==> src/rtl/stb_pkg.sv <==
// ----------------------------------------------------------------------------
// Streebog engine package
// Shared types, the S-box, the linear map, the round constants and the LPS
// transform of GOST R 34.11-2012.
// ----------------------------------------------------------------------------
package stb_pkg;

  localparam int unsigned ROUNDS = 12;
  localparam int unsigned RC_W   = 4;

  typedef enum logic [2:0] {
    ST_IDLE,
    ST_KEY0,
    ST_RS,
    ST_RK,
    ST_FIN,
    ST_PAD,
    ST_DIG
  } state_t;

  // Which compression is running.
  typedef enum logic [1:0] {
    PH_BLOCK,
    PH_LAST,
    PH_NSUM,
    PH_SSUM
  } phase_t;

  typedef struct packed {
    logic              accept;
    phase_t            phase;
    logic [RC_W-1:0]   rc;
    logic              key0;
    logic              rstep;
    logic              kstep;
    logic              fin;
    logic              pad;
    logic              add_go;
    logic              dig_load;
  } ctl_t;

  typedef struct packed {
    logic wh7;
    logic vfull;
    logic out_busy;
  } stat_t;

  localparam logic [7:0] SBOX [256] = '{
    8'd252,8'd238,8'd221,8'd17,8'd207,8'd110,8'd49,8'd22,
    8'd251,8'd196,8'd250,8'd218,8'd35,8'd197,8'd4,8'd77,
    8'd233,8'd119,8'd240,8'd219,8'd147,8'd46,8'd153,8'd186,
    8'd23,8'd54,8'd241,8'd187,8'd20,8'd205,8'd95,8'd193,
    8'd249,8'd24,8'd101,8'd90,8'd226,8'd92,8'd239,8'd33,
    8'd129,8'd28,8'd60,8'd66,8'd139,8'd1,8'd142,8'd79,
    8'd5,8'd132,8'd2,8'd174,8'd227,8'd106,8'd143,8'd160,
    8'd6,8'd11,8'd237,8'd152,8'd127,8'd212,8'd211,8'd31,
    8'd235,8'd52,8'd44,8'd81,8'd234,8'd200,8'd72,8'd171,
    8'd242,8'd42,8'd104,8'd162,8'd253,8'd58,8'd206,8'd204,
    8'd181,8'd112,8'd14,8'd86,8'd8,8'd12,8'd118,8'd18,
    8'd191,8'd114,8'd19,8'd71,8'd156,8'd183,8'd93,8'd135,
    8'd21,8'd161,8'd150,8'd41,8'd16,8'd123,8'd154,8'd199,
    8'd243,8'd145,8'd120,8'd111,8'd157,8'd158,8'd178,8'd177,
    8'd50,8'd117,8'd25,8'd61,8'd255,8'd53,8'd138,8'd126,
    8'd109,8'd84,8'd198,8'd128,8'd195,8'd189,8'd13,8'd87,
    8'd223,8'd245,8'd36,8'd169,8'd62,8'd168,8'd67,8'd201,
    8'd215,8'd121,8'd214,8'd246,8'd124,8'd34,8'd185,8'd3,
    8'd224,8'd15,8'd236,8'd222,8'd122,8'd148,8'd176,8'd188,
    8'd220,8'd232,8'd40,8'd80,8'd78,8'd51,8'd10,8'd74,
    8'd167,8'd151,8'd96,8'd115,8'd30,8'd0,8'd98,8'd68,
    8'd26,8'd184,8'd56,8'd130,8'd100,8'd159,8'd38,8'd65,
    8'd173,8'd69,8'd70,8'd146,8'd39,8'd94,8'd85,8'd47,
    8'd140,8'd163,8'd165,8'd125,8'd105,8'd213,8'd149,8'd59,
    8'd7,8'd88,8'd179,8'd64,8'd134,8'd172,8'd29,8'd247,
    8'd48,8'd55,8'd107,8'd228,8'd136,8'd217,8'd231,8'd137,
    8'd225,8'd27,8'd131,8'd73,8'd76,8'd63,8'd248,8'd254,
    8'd141,8'd83,8'd170,8'd144,8'd202,8'd216,8'd133,8'd97,
    8'd32,8'd113,8'd103,8'd164,8'd45,8'd43,8'd9,8'd91,
    8'd203,8'd155,8'd37,8'd208,8'd190,8'd229,8'd108,8'd82,
    8'd89,8'd166,8'd116,8'd210,8'd230,8'd244,8'd180,8'd192,
    8'd209,8'd102,8'd175,8'd194,8'd57,8'd75,8'd99,8'd182
  };

  // Rows of the linear map; row 0 belongs to the most significant bit.
  localparam logic [63:0] LMAT [64] = '{
    64'h8e20faa72ba0b470,64'h47107ddd9b505a38,64'had08b0e0c3282d1c,64'hd8045870ef14980e,
    64'h6c022c38f90a4c07,64'h3601161cf205268d,64'h1b8e0b0e798c13c8,64'h83478b07b2468764,
    64'ha011d380818e8f40,64'h5086e740ce47c920,64'h2843fd2067adea10,64'h14aff010bdd87508,
    64'h0ad97808d06cb404,64'h05e23c0468365a02,64'h8c711e02341b2d01,64'h46b60f011a83988e,
    64'h90dab52a387ae76f,64'h486dd4151c3dfdb9,64'h24b86a840e90f0d2,64'h125c354207487869,
    64'h092e94218d243cba,64'h8a174a9ec8121e5d,64'h4585254f64090fa0,64'haccc9ca9328a8950,
    64'h9d4df05d5f661451,64'hc0a878a0a1330aa6,64'h60543c50de970553,64'h302a1e286fc58ca7,
    64'h18150f14b9ec46dd,64'h0c84890ad27623e0,64'h0642ca05693b9f70,64'h0321658cba93c138,
    64'h86275df09ce8aaa8,64'h439da0784e745554,64'hafc0503c273aa42a,64'hd960281e9d1d5215,
    64'he230140fc0802984,64'h71180a8960409a42,64'hb60c05ca30204d21,64'h5b068c651810a89e,
    64'h456c34887a3805b9,64'hac361a443d1c8cd2,64'h561b0d22900e4669,64'h2b838811480723ba,
    64'h9bcf4486248d9f5d,64'hc3e9224312c8c1a0,64'heffa11af0964ee50,64'hf97d86d98a327728,
    64'he4fa2054a80b329c,64'h727d102a548b194e,64'h39b008152acb8227,64'h9258048415eb419d,
    64'h492c024284fbaec0,64'haa16012142f35760,64'h550b8e9e21f7a530,64'ha48b474f9ef5dc18,
    64'h70a6a56e2440598e,64'h3853dc371220a247,64'h1ca76e95091051ad,64'h0edd37c48a08a6d8,
    64'h07e095624504536c,64'h8d70c431ac02a736,64'hc83862965601dd1b,64'h641c314b2b8ee083
  };

  // Round constant C_(r+1), word 7 first in the concatenation.
  function automatic logic [511:0] rconst(input logic [RC_W-1:0] r);
    logic [511:0] c;
    case (r)
      4'd0: c = {64'hB1085BDA1ECADAE9,64'hEBCB2F81C0657C1F,64'h2F6A76432E45D016,
                 64'h714EB88D7585C4FC,64'h4B7CE09192676901,64'hA2422A08A460D315,
                 64'h05767436CC744D23,64'hDD806559F2A64507};
      4'd1: c = {64'h6FA3B58AA99D2F1A,64'h4FE39D460F70B5D7,64'hF3FEEA720A232B98,
                 64'h61D55E0F16B50131,64'h9AB5176B12D69958,64'h5CB561C2DB0AA7CA,
                 64'h55DDA21BD7CBCD56,64'hE679047021B19BB7};
      4'd2: c = {64'hF574DCAC2BCE2FC7,64'h0A39FC286A3D8435,64'h06F15E5F529C1F8B,
                 64'hF2EA7514B1297B7B,64'hD3E20FE490359EB1,64'hC1C93A376062DB09,
                 64'hC2B6F443867ADB31,64'h991E96F50ABA0AB2};
      4'd3: c = {64'hEF1FDFB3E81566D2,64'hF948E1A05D71E4DD,64'h488E857E335C3C7D,
                 64'h9D721CAD685E353F,64'hA9D72C82ED03D675,64'hD8B71333935203BE,
                 64'h3453EAA193E837F1,64'h220CBEBC84E3D12E};
      4'd4: c = {64'h4BEA6BACAD474799,64'h9A3F410C6CA92363,64'h7F151C1F1686104A,
                 64'h359E35D7800FFFBD,64'hBFCD1747253AF5A3,64'hDFFF00B723271A16,
                 64'h7A56A27EA9EA63F5,64'h601758FD7C6CFE57};
      4'd5: c = {64'hAE4FAEAE1D3AD3D9,64'h6FA4C33B7A3039C0,64'h2D66C4F95142A46C,
                 64'h187F9AB49AF08EC6,64'hCFFAA6B71C9AB7B4,64'h0AF21F66C2BEC6B6,
                 64'hBF71C57236904F35,64'hFA68407A46647D6E};
      4'd6: c = {64'hF4C70E16EEAAC5EC,64'h51AC86FEBF240954,64'h399EC6C7E6BF87C9,
                 64'hD3473E33197A93C9,64'h0992ABC52D822C37,64'h06476983284A0504,
                 64'h3517454CA23C4AF3,64'h8886564D3A14D493};
      4'd7: c = {64'h9B1F5B424D93C9A7,64'h03E7AA020C6E4141,64'h4EB7F8719C36DE1E,
                 64'h89B4443B4DDBC49A,64'hF4892BCB929B0690,64'h69D18D2BD1A5C42F,
                 64'h36ACC2355951A8D9,64'hA47F0DD4BF02E71E};
      4'd8: c = {64'h378F5A541631229B,64'h944C9AD8EC165FDE,64'h3A7D3A1B25894224,
                 64'h3CD955B7E00D0984,64'h800A440BDBB2CEB1,64'h7B2B8A9AA6079C54,
                 64'h0E38DC92CB1F2A60,64'h7261445183235ADB};
      4'd9: c = {64'hABBEDEA680056F52,64'h382AE548B2E4F3F3,64'h8941E71CFF8A78DB,
                 64'h1FFFE18A1B336103,64'h9FE76702AF69334B,64'h7A1E6C303B7652F4,
                 64'h3698FAD1153BB6C3,64'h74B4C7FB98459CED};
      4'd10: c = {64'h7BCD9ED0EFC889FB,64'h3002C6CD635AFE94,64'hD8FA6BBBEBAB0761,
                  64'h2001802114846679,64'h8A1D71EFEA48B9CA,64'hEFBACD1D7D476E98,
                  64'hDEA2594AC06FD85D,64'h6BCAA4CD81F32D1B};
      4'd11: c = {64'h378EE767F11631BA,64'hD21380B00449B17A,64'hCDA43C32BCDF1D77,
                  64'hF82012D430219F9B,64'h5D80EF9D1891CC86,64'hE71DA4AA88E12852,
                  64'hFAF417D5D9B21B99,64'h48BC924AF11BD720};
      default: c = '0;
    endcase
    return c;
  endfunction

  // Substitution, byte transposition and the linear map on a 512-bit state.
  function automatic logic [511:0] lps(input logic [511:0] s);
    logic [63:0]  w;
    logic [63:0]  r;
    logic [511:0] t;
    for (int k = 0; k < 8; k++) begin
      w = '0;
      for (int b = 0; b < 8; b++) begin
        w[8*b +: 8] = SBOX[s[64*b + 8*k +: 8]];
      end
      r = '0;
      for (int j = 0; j < 64; j++) begin
        if (w[j]) begin
          r = r ^ LMAT[63-j];
        end
      end
      t[64*k +: 64] = r;
    end
    return t;
  endfunction

endpackage

==> src/rtl/stb_ctrl.sv <==
// ----------------------------------------------------------------------------
// Streebog engine controller
// Sequences word intake, the compression rounds, padding and digest load.
// ----------------------------------------------------------------------------
module stb_ctrl (
  input  logic           clk,
  input  logic           rst_n,
  input  logic           in_valid,
  input  logic           in_last_word,
  output logic           in_stall,
  input  stb_pkg::stat_t stat,
  output stb_pkg::ctl_t  ctl
);

  stb_pkg::state_t               state_r, state_nxt;
  stb_pkg::phase_t               phase_r, phase_nxt;
  logic [stb_pkg::RC_W-1:0]      rc_r, rc_nxt;
  logic                          pad_pend_r, pad_pend_nxt;

  always_ff @(posedge clk) begin
    if (!rst_n) begin
      state_r    <= stb_pkg::ST_IDLE;
      phase_r    <= stb_pkg::PH_BLOCK;
      rc_r       <= '0;
      pad_pend_r <= 1'b0;
    end else begin
      state_r    <= state_nxt;
      phase_r    <= phase_nxt;
      rc_r       <= rc_nxt;
      pad_pend_r <= pad_pend_nxt;
    end
  end

  always_comb begin
    state_nxt    = state_r;
    phase_nxt    = phase_r;
    rc_nxt       = rc_r;
    pad_pend_nxt = pad_pend_r;
    ctl          = '0;
    ctl.phase    = phase_r;
    ctl.rc       = rc_r;
    in_stall     = (state_r != stb_pkg::ST_IDLE);
    case (state_r)
      stb_pkg::ST_IDLE: begin
        if (in_valid) begin
          ctl.accept = 1'b1;
          if (!in_last_word) begin
            if (stat.wh7) begin
              phase_nxt    = stb_pkg::PH_BLOCK;
              pad_pend_nxt = 1'b0;
              state_nxt    = stb_pkg::ST_KEY0;
            end
          end else if (stat.wh7 && stat.vfull) begin
            // A full last word closes a block; padding follows in a block of its own.
            phase_nxt    = stb_pkg::PH_BLOCK;
            pad_pend_nxt = 1'b1;
            state_nxt    = stb_pkg::ST_KEY0;
          end else begin
            phase_nxt = stb_pkg::PH_LAST;
            state_nxt = stb_pkg::ST_KEY0;
          end
        end
      end
      stb_pkg::ST_KEY0: begin
        ctl.key0   = 1'b1;
        ctl.add_go = (phase_r == stb_pkg::PH_BLOCK) || (phase_r == stb_pkg::PH_LAST);
        rc_nxt     = '0;
        state_nxt  = stb_pkg::ST_RS;
      end
      stb_pkg::ST_RS: begin
        ctl.rstep = 1'b1;
        state_nxt = stb_pkg::ST_RK;
      end
      stb_pkg::ST_RK: begin
        ctl.kstep = 1'b1;
        if (rc_r == stb_pkg::RC_W'(stb_pkg::ROUNDS - 1)) begin
          state_nxt = stb_pkg::ST_FIN;
        end else begin
          rc_nxt    = rc_r + 1'b1;
          state_nxt = stb_pkg::ST_RS;
        end
      end
      stb_pkg::ST_FIN: begin
        ctl.fin = 1'b1;
        case (phase_r)
          stb_pkg::PH_BLOCK: begin
            state_nxt = pad_pend_r ? stb_pkg::ST_PAD : stb_pkg::ST_IDLE;
          end
          stb_pkg::PH_LAST: begin
            phase_nxt = stb_pkg::PH_NSUM;
            state_nxt = stb_pkg::ST_KEY0;
          end
          stb_pkg::PH_NSUM: begin
            phase_nxt = stb_pkg::PH_SSUM;
            state_nxt = stb_pkg::ST_KEY0;
          end
          default: begin
            state_nxt = stb_pkg::ST_DIG;
          end
        endcase
      end
      stb_pkg::ST_PAD: begin
        ctl.pad      = 1'b1;
        pad_pend_nxt = 1'b0;
        phase_nxt    = stb_pkg::PH_LAST;
        state_nxt    = stb_pkg::ST_KEY0;
      end
      stb_pkg::ST_DIG: begin
        if (!stat.out_busy) begin
          ctl.dig_load = 1'b1;
          state_nxt    = stb_pkg::ST_IDLE;
        end
      end
      default: begin
        state_nxt = stb_pkg::ST_IDLE;
      end
    endcase
  end

endmodule

==> config.mk <==
export PLATFORM = sky130hd
export DESIGN_NAME = stb_ctrl
export DESIGN_NICKNAME = d
export VERILOG_FILES = /design/src/rtl/stb_pkg.sv /design/src/rtl/stb_ctrl.sv
export SDC_FILE = /design/constraint.sdc
export NUM_CORES = 1
export LEC_CHECK = 0
export CAP_MARGIN = 15
export CORE_AREA = 2 2 39 41
export CTS_BUF_LIST = sky130_fd_sc_hd__clkbuf_8
export DETAILED_ROUTE_END_ITERATION = 7
export DIE_AREA = 0 0 41 43
export DONT_BUFFER_PORTS = 1
export GPL_TIMING_DRIVEN = 0
export PLACE_DENSITY_LB_ADDON = 0.05
export SLEW_MARGIN = 10
export SYNTH_ARGS = -nofsm -noshare
export SYNTH_HDL_FRONTEND = slang
export SYNTH_SLANG_ARGS = --single-unit
==> constraint.sdc <==
create_clock -name clk -period 4 [get_ports clk]
set_input_delay 0.2 -clock clk [delete_from_list [all_inputs] [get_ports clk]]
set_output_delay 0.2 -clock clk [all_outputs]
set_load 0.05 [all_outputs]
==> results of run 1 <==
-- flip-flops by register name (all words and copies together), names as in the netlist --
signal	cells
rc_r	4
state_r	3
phase_r	2
pad_pend_r	1
-- worst paths after layout --
check / from / end / slack [ns] / cells after the start
setup / recovery: state_r[2] / ctl[1] / 1.62 / 5
hold / removal: stat[1] / pad_pend_r / 0.11 / 2
setup reg to reg: rc_r[0] / state_r[1] / 1.94 / 5
hold reg to reg: pad_pend_r / pad_pend_r / 0.52 / 2
-- layout make-up --
class	count	area, um^2	share of cell area, %
multi-input cells	63	442	55.5
flip-flops and latches	10	200	25.2
clock buffers	4	55.1	6.92
plain buffers	6	50.0	6.29
inverters	7	28.8	3.62
well taps	16	20.0	2.52
-- cells by family after synthesis --
logic type / Yosys count / share of synthesized area [%]
mux: 2 / 2.82
fa+ha+maj: 5 / 8.82
buf+inv: 13 / 11.1
flops: 10 / 28.2
compound gates: 25 / 26.1
simple gates: 31 / 22.9
-- per-layer routing --
| layer | track usage, % | vias up | share of wire (%) |
|---|---|---|---|
| li1 | - | 322 | - |
| met1 | 24.9 | 292 | 46 |
| met2 | 29.1 | 20 | 44 |
| met3 | 4.71 | 5 | 6.2 |
| met4 | 16.0 | 0 | 3.3 |
| met5 | 0 | - | 0 |
-- cell usage in the layout, fill, tap and decap left out, types with 2 or more instances in the layout --
| cell type | synthesis | layout |
|---|---|---|
| dfxtp_1 | 10 | 10 |
| nor2_1 | 9 | 9 |
| inv_1 | 6 | 6 |
| o21ai_0 | 6 | 6 |
| a21oi_1 | 5 | 5 |
| ha_1 | 5 | 5 |
| nand2_1 | 4 | 4 |
| nor3_1 | 5 | 4 |
| nand3_1 | 4 | 4 |
| clkbuf_8 | 0 | 4 |
| buf_6 | 3 | 3 |
| and2_1 | 2 | 2 |
| o21a_1 | 2 | 2 |
| o311a_1 | 2 | 2 |
| mux2i_1 | 2 | 2 |
| a32o_1 | 2 | 2 |
-- where the power goes --
part,internal (mW),total [mW],switching (mW),leakage [nW]
clock,0.0867,0.129,0.0422,0.0288
combinational,0.0202,0.0683,0.0481,0.198
sequential,0.104,0.114,0.0101,0.0813
total,0.211,0.311,0.100,0.308
==> summary.md, run 1 <==
| Metric | Value |
|---|---|
| Commonest cells post-synth | `dfxtp_1 (10), nor2_1 (9), inv_1 (6), o21ai_0 (6)` |
| Final GP Congestion | `0.749` |
| Outcome | `completed` |
| Ant. Diodes | `0` |
| Cells after DPL | `102` |
| Max-cap violation count | `0` |
| Setup_tns | `0 ns` |
| Worst path cell trace | `buf_6, nand2b_4, buf_6, nor2_1, o21a_1` |
| CTS buffer count | `3` |
| Period utilisation layout | `59.4%` |
| Post-synth EDFFs | `0` |
| Final #Nets | `103` |
| Hold/Removal Path Class | `in2reg` |
| Post-synthesis register bit count | `10` |
| Crit Path Max Fanout | `10` |
| Worst-Skew Late Latency | `0.24 ns` |
| Synthesized netlist cell count | `86` |
| Max Freq | `421 MHz` |
| Placement Rows | `14` |
| Min Hold Slack | `0.110 ns` |
| Die Ht | `43 um` |
| Clock skew | `0.00320 ns` |
| Total grt overflow | `0` |
| Root Buffer | `clkbuf_8` |
| CP max-delay cell | `nor2_1` |
| Netlist cell types | `34` |
| Vias in the first global route | `563` |
| CTS clk-pin slew, worst paths | `0.05 ns` |
| Fraction of registers with async set/reset | `0%` |
| Post-route ant nets | `0` |
| Fin. max-slew vios | `0` |
| CTS tree | `built` |
| Fin. Hold Viols | `0` |
| FILL cells | `126` |
| Largest net degree at the start of global routing | `11` |
| Die X | `41 um` |
| Core area | `1380 um^2` |
| Static leakage | `0.308 nW` |
| Post-route insts no fill | `106` |
| Finished layout cell area | `796 um^2` |
| Crit. End Element | `output pin` |
| Clock Tree Buf Depth | `2` |
| Worst-margin pin slew | `1.18 ns` |
| CP max stage delay | `0.71 ns` |
| Final Util | `57.5%` |
| IO Port Bufs | `0` |
| DRC Markers | `0` |
| Sequential cell area fraction in the yosys report | `28.2%` |
| Post-DP HPWL | `1180 um` |
| Cts repair resizes | `0` |
| Rel. slew slack | `20.7%` |
| Pre-CTS setup slack | `1.88 ns` |
| Most frequent cell after synthesis | `dfxtp_1` |
| Setup Viol. Count Final | `0` |
| Die area | `1760 um^2` |
| Setup CP Type | `reg2out` |
| Synthesis-to-layout area growth | `12.2%` |
| WL/cell | `14.4 um` |
| Final wirelength | `1530 um` |
| Worst path bufs/invs | `2` |
| Crit path max-delay family | `simple AND/OR/NAND/NOR gates` |
| Initial antenna violation count | `0` |
| Post-CTS setup repair buffer count | `0` |
| Area leader, netlist | `dfxtp_1` |
| Worst VDD drop | `0.219 mV` |
| Mapped cell area | `709 um^2` |
| Final worst slack | `1.62 ns` |
| Layout cells sized above 1 | `17.8%` |
| Synth area leaders | `dfxtp_1 (28%), ha_1 (8.8%), nor2_1 (4.8%), buf_6 (4.8%), o21ai_0 (4.2%)` |
| Clock Sinks | `10` |
| Synth warn | `0` |
| Critical Path AT | `2.18 ns` |
| Dpl cell area | `741 um^2` |
| Global Route Usage Sum | `20.4%` |
| Io pins | `22` |
| Startpoint Class | `flop` |
| First-pass GRT wire length | `2390 um` |
| Shortest period the worst path allows | `2.38 ns` |
| Iter 0 DRT Violations | `21` |
| Htree depth | `1` |
| Initial Utilization | `51.3%` |
| Vias per cell | `6.03` |
| Cts hold-fix bufs | `0` |
| Top FF cell, synth | `dfxtp_1` |
| Post-synthesis net count | `98` |
| RSZ-0062 raised after global routing | `no` |
| Via count of the routed design | `639` |
| Tot Pwr | `0.311 mW` |
| Syn avg cell area | `8.25 um^2` |
| Total power divided by cell area | `391 nW/um^2` |
| DRT Pass-1 Iters | `4` |
| CP required | `3.80 ns` |
| Share of the synthesized area in the top cell type | `28.2%` |
| Critical Path Most Common Cell | `buf_6` |
Note: power is estimated with default switching activity, not from simulation.
==> run 2: changes to the inputs <==
==> constraint.sdc (replaced) <==
create_clock -name clk -period 2.3 [get_ports clk]
set_input_delay 0.115 -clock clk [delete_from_list [all_inputs] [get_ports clk]]
set_output_delay 0.115 -clock clk [all_outputs]
set_load 0.05 [all_outputs]
==> summary.md, run 2 (synthesis gave the netlist of run 1 again) <==
| Metric | Value |
|---|---|
| Outcome | `completed` |
| Initial antenna violation count | `0 (unchanged)` |
| Cts hold-fix bufs | `0 (unchanged)` |
| Worst-margin pin slew | `1.18 ns (-0.000259 ns)` |
| Post-DP HPWL | `1180 um (unchanged)` |
| CP max-delay cell | `dfxtp_1` |
| Htree depth | `1 (unchanged)` |
| Post-route ant nets | `0 (unchanged)` |
| Global Route Usage Sum | `20.4% (unchanged)` |
| Static leakage | `0.308 nW (about the same)` |
| Iter 0 DRT Violations | `18 (-14%)` |
| Most frequent cells in the layout | `dfxtp_1 (10), nor2_1 (8), inv_1 (6), o21ai_0 (6)` |
| Via count of the routed design | `638 (-0.16%)` |
| Layout cells sized above 1 | `18.9% (+1.1 points)` |
| Largest net degree at the start of global routing | `11 (unchanged)` |
| Final GP Congestion | `0.749 (unchanged)` |
| Shortest period the worst path allows | `2.06 ns` |
| Largest regs | `rc_r: 4 flops, state_r: 3 flops, phase_r: 2 flops` |
| Setup_tns | `0 ns (unchanged)` |
| CP max stage delay | `0.72 ns (about the same)` |
| Crit Path Max Fanout | `6 (-4)` |
| Worst VDD drop | `0.380 mV (+74%)` |
| FILL cells | `127 (+0.79%)` |
| Die X | `41 um (unchanged)` |
| Total grt overflow | `0 (unchanged)` |
| Largest register FFs | `4 (unchanged)` |
| Multi-input gate area | `444 um^2 (+0.57%)` |
| Crit. End Element | `flop` |
| Die area | `1760 um^2 (unchanged)` |
| Initial Utilization | `51.3% (unchanged)` |
| Period utilisation layout | `89.4%` |
| Fin. Hold Viols | `0 (unchanged)` |
| Io pins | `22 (unchanged)` |
| Most common cell after layout, fill and taps aside | `dfxtp_1` |
| CTS clk-pin slew, worst paths | `0.05 ns (about the same)` |
| Max-cap violation count | `0 (unchanged)` |
| Root Buffer | `clkbuf_8` |
| Clock Sinks | `10 (unchanged)` |
| Synthesis-to-layout area growth | `12.5%` |
| Biggest register | `rc_r` |
| Rel. slew slack | `20.7% (about the same)` |
| Total power divided by cell area | `678 nW/um^2 (+73%)` |
| Vias in the first global route | `563 (unchanged)` |
| Setup Viol. Count Final | `0 (unchanged)` |
| Crit path max-delay family | `compound AO/OA/AOI/OAI gates` |
| Worst path cell trace | `ha_1, nand2_1, o311a_1, a311o_1, a32o_1` |
| Cts repair resizes | `1 (+1)` |
| RSZ-0062 raised after global routing | `no` |
| CTS tree | `built` |
| Ant. Diodes | `0 (unchanged)` |
| Fin. max-slew vios | `0 (unchanged)` |
| Placement Rows | `14 (unchanged)` |
| Min Hold Slack | `0.0250 ns (-0.0853 ns)` |
| Hold/Removal Path Class | `in2reg` |
| Final wirelength | `1550 um (+1.2%)` |
| Final #Nets | `103 (unchanged)` |
| Startpoint Class | `flop` |
| CTS buffer count | `3 (unchanged)` |
| IO Port Bufs | `0 (unchanged)` |
| Die Ht | `43 um (unchanged)` |
| First-pass GRT wire length | `2390 um (unchanged)` |
| Clock Tree Buf Depth | `2 (unchanged)` |
| Worst-Skew Late Latency | `0.24 ns (about the same)` |
| DRC Markers | `0 (unchanged)` |
| FF/Latch Area | `200 um^2 (unchanged)` |
| Clock skew | `0.00230 ns (-0.000903 ns)` |
| Core area | `1380 um^2 (unchanged)` |
| Setup CP Type | `reg2reg` |
| Max Freq | `486 MHz` |
| DRT Pass-1 Iters | `4 (unchanged)` |
| Critical Path AT | `2.19 ns (about the same)` |
| CP required | `2.43 ns (-1.37 ns)` |
| Post-CTS setup repair buffer count | `0 (unchanged)` |
| Vias per cell | `6.02 (-0.16%)` |
| Worst path bufs/invs | `0 (-2)` |
| WL/cell | `14.6 um (+1.2%)` |
==> run 2: cell counts in the layout (fill, tap and decap cells not counted) <==
Identical to the previous run, type by type.
==> run 2: final cells by class <==
class,instances,area share (%)
clock buffers,4,6.90
inverters,7,3.61
well taps,16,2.51
multi-input cells,63,55.6
flip-flops and latches,10,25.1
plain buffers,6,6.27
==> run 2: stage by stage <==
stage	setup slack (ns)	total power, mW	instances	cell area, um^2	util (%)
finish	0.244	0.541	106	798	57.7
global route	0.136	0.564	106	798	57.7
CTS	0.244	0.547	106	798	57.7
detailed placement	0.250	0.321	102	741	53.5
global placement	0.0500	0.318	102	729	52.7
floorplan	0.166	0.303	86	709	-
==> run 2: report_power, final <==
part,internal (mW),leakage (nW),switching (mW),total (mW)
Combinational,0.0354,0.198,0.0841,0.120
Clock,0.151,0.0288,0.0727,0.223
Sequential,0.181,0.0813,0.0176,0.198
==> run 2: final timing paths <==
path	from	end	slack [ns]	cells after the start
worst max register to register	rc_r[0]	state_r[1]	0.24	5
worst max-delay path	rc_r[0]	state_r[1]	0.24	5
worst min register to register	pad_pend_r	pad_pend_r	0.51	2
worst min-delay path	stat[1]	pad_pend_r	0.02	2
==> run 2: worst register-to-register path, delay by kind of cell (launching register included) <==
| kind | cells | cell delay, ns |
|---|---|---|
| AO/OA/AOI/OAI | 3 | 0.86 |
| flip-flops | 1 | 0.72 |
| adder cells (fa/ha/maj) | 1 | 0.30 |
| AND/OR/NAND/NOR | 1 | 0.08 |
==> run 2: layer usage <==
layer	part of all wire, %	GRT usage, %
met1	46	24.9
met2	44	29.1
met3	6.1	4.71
met4	3.3	16.0
met5	0	0
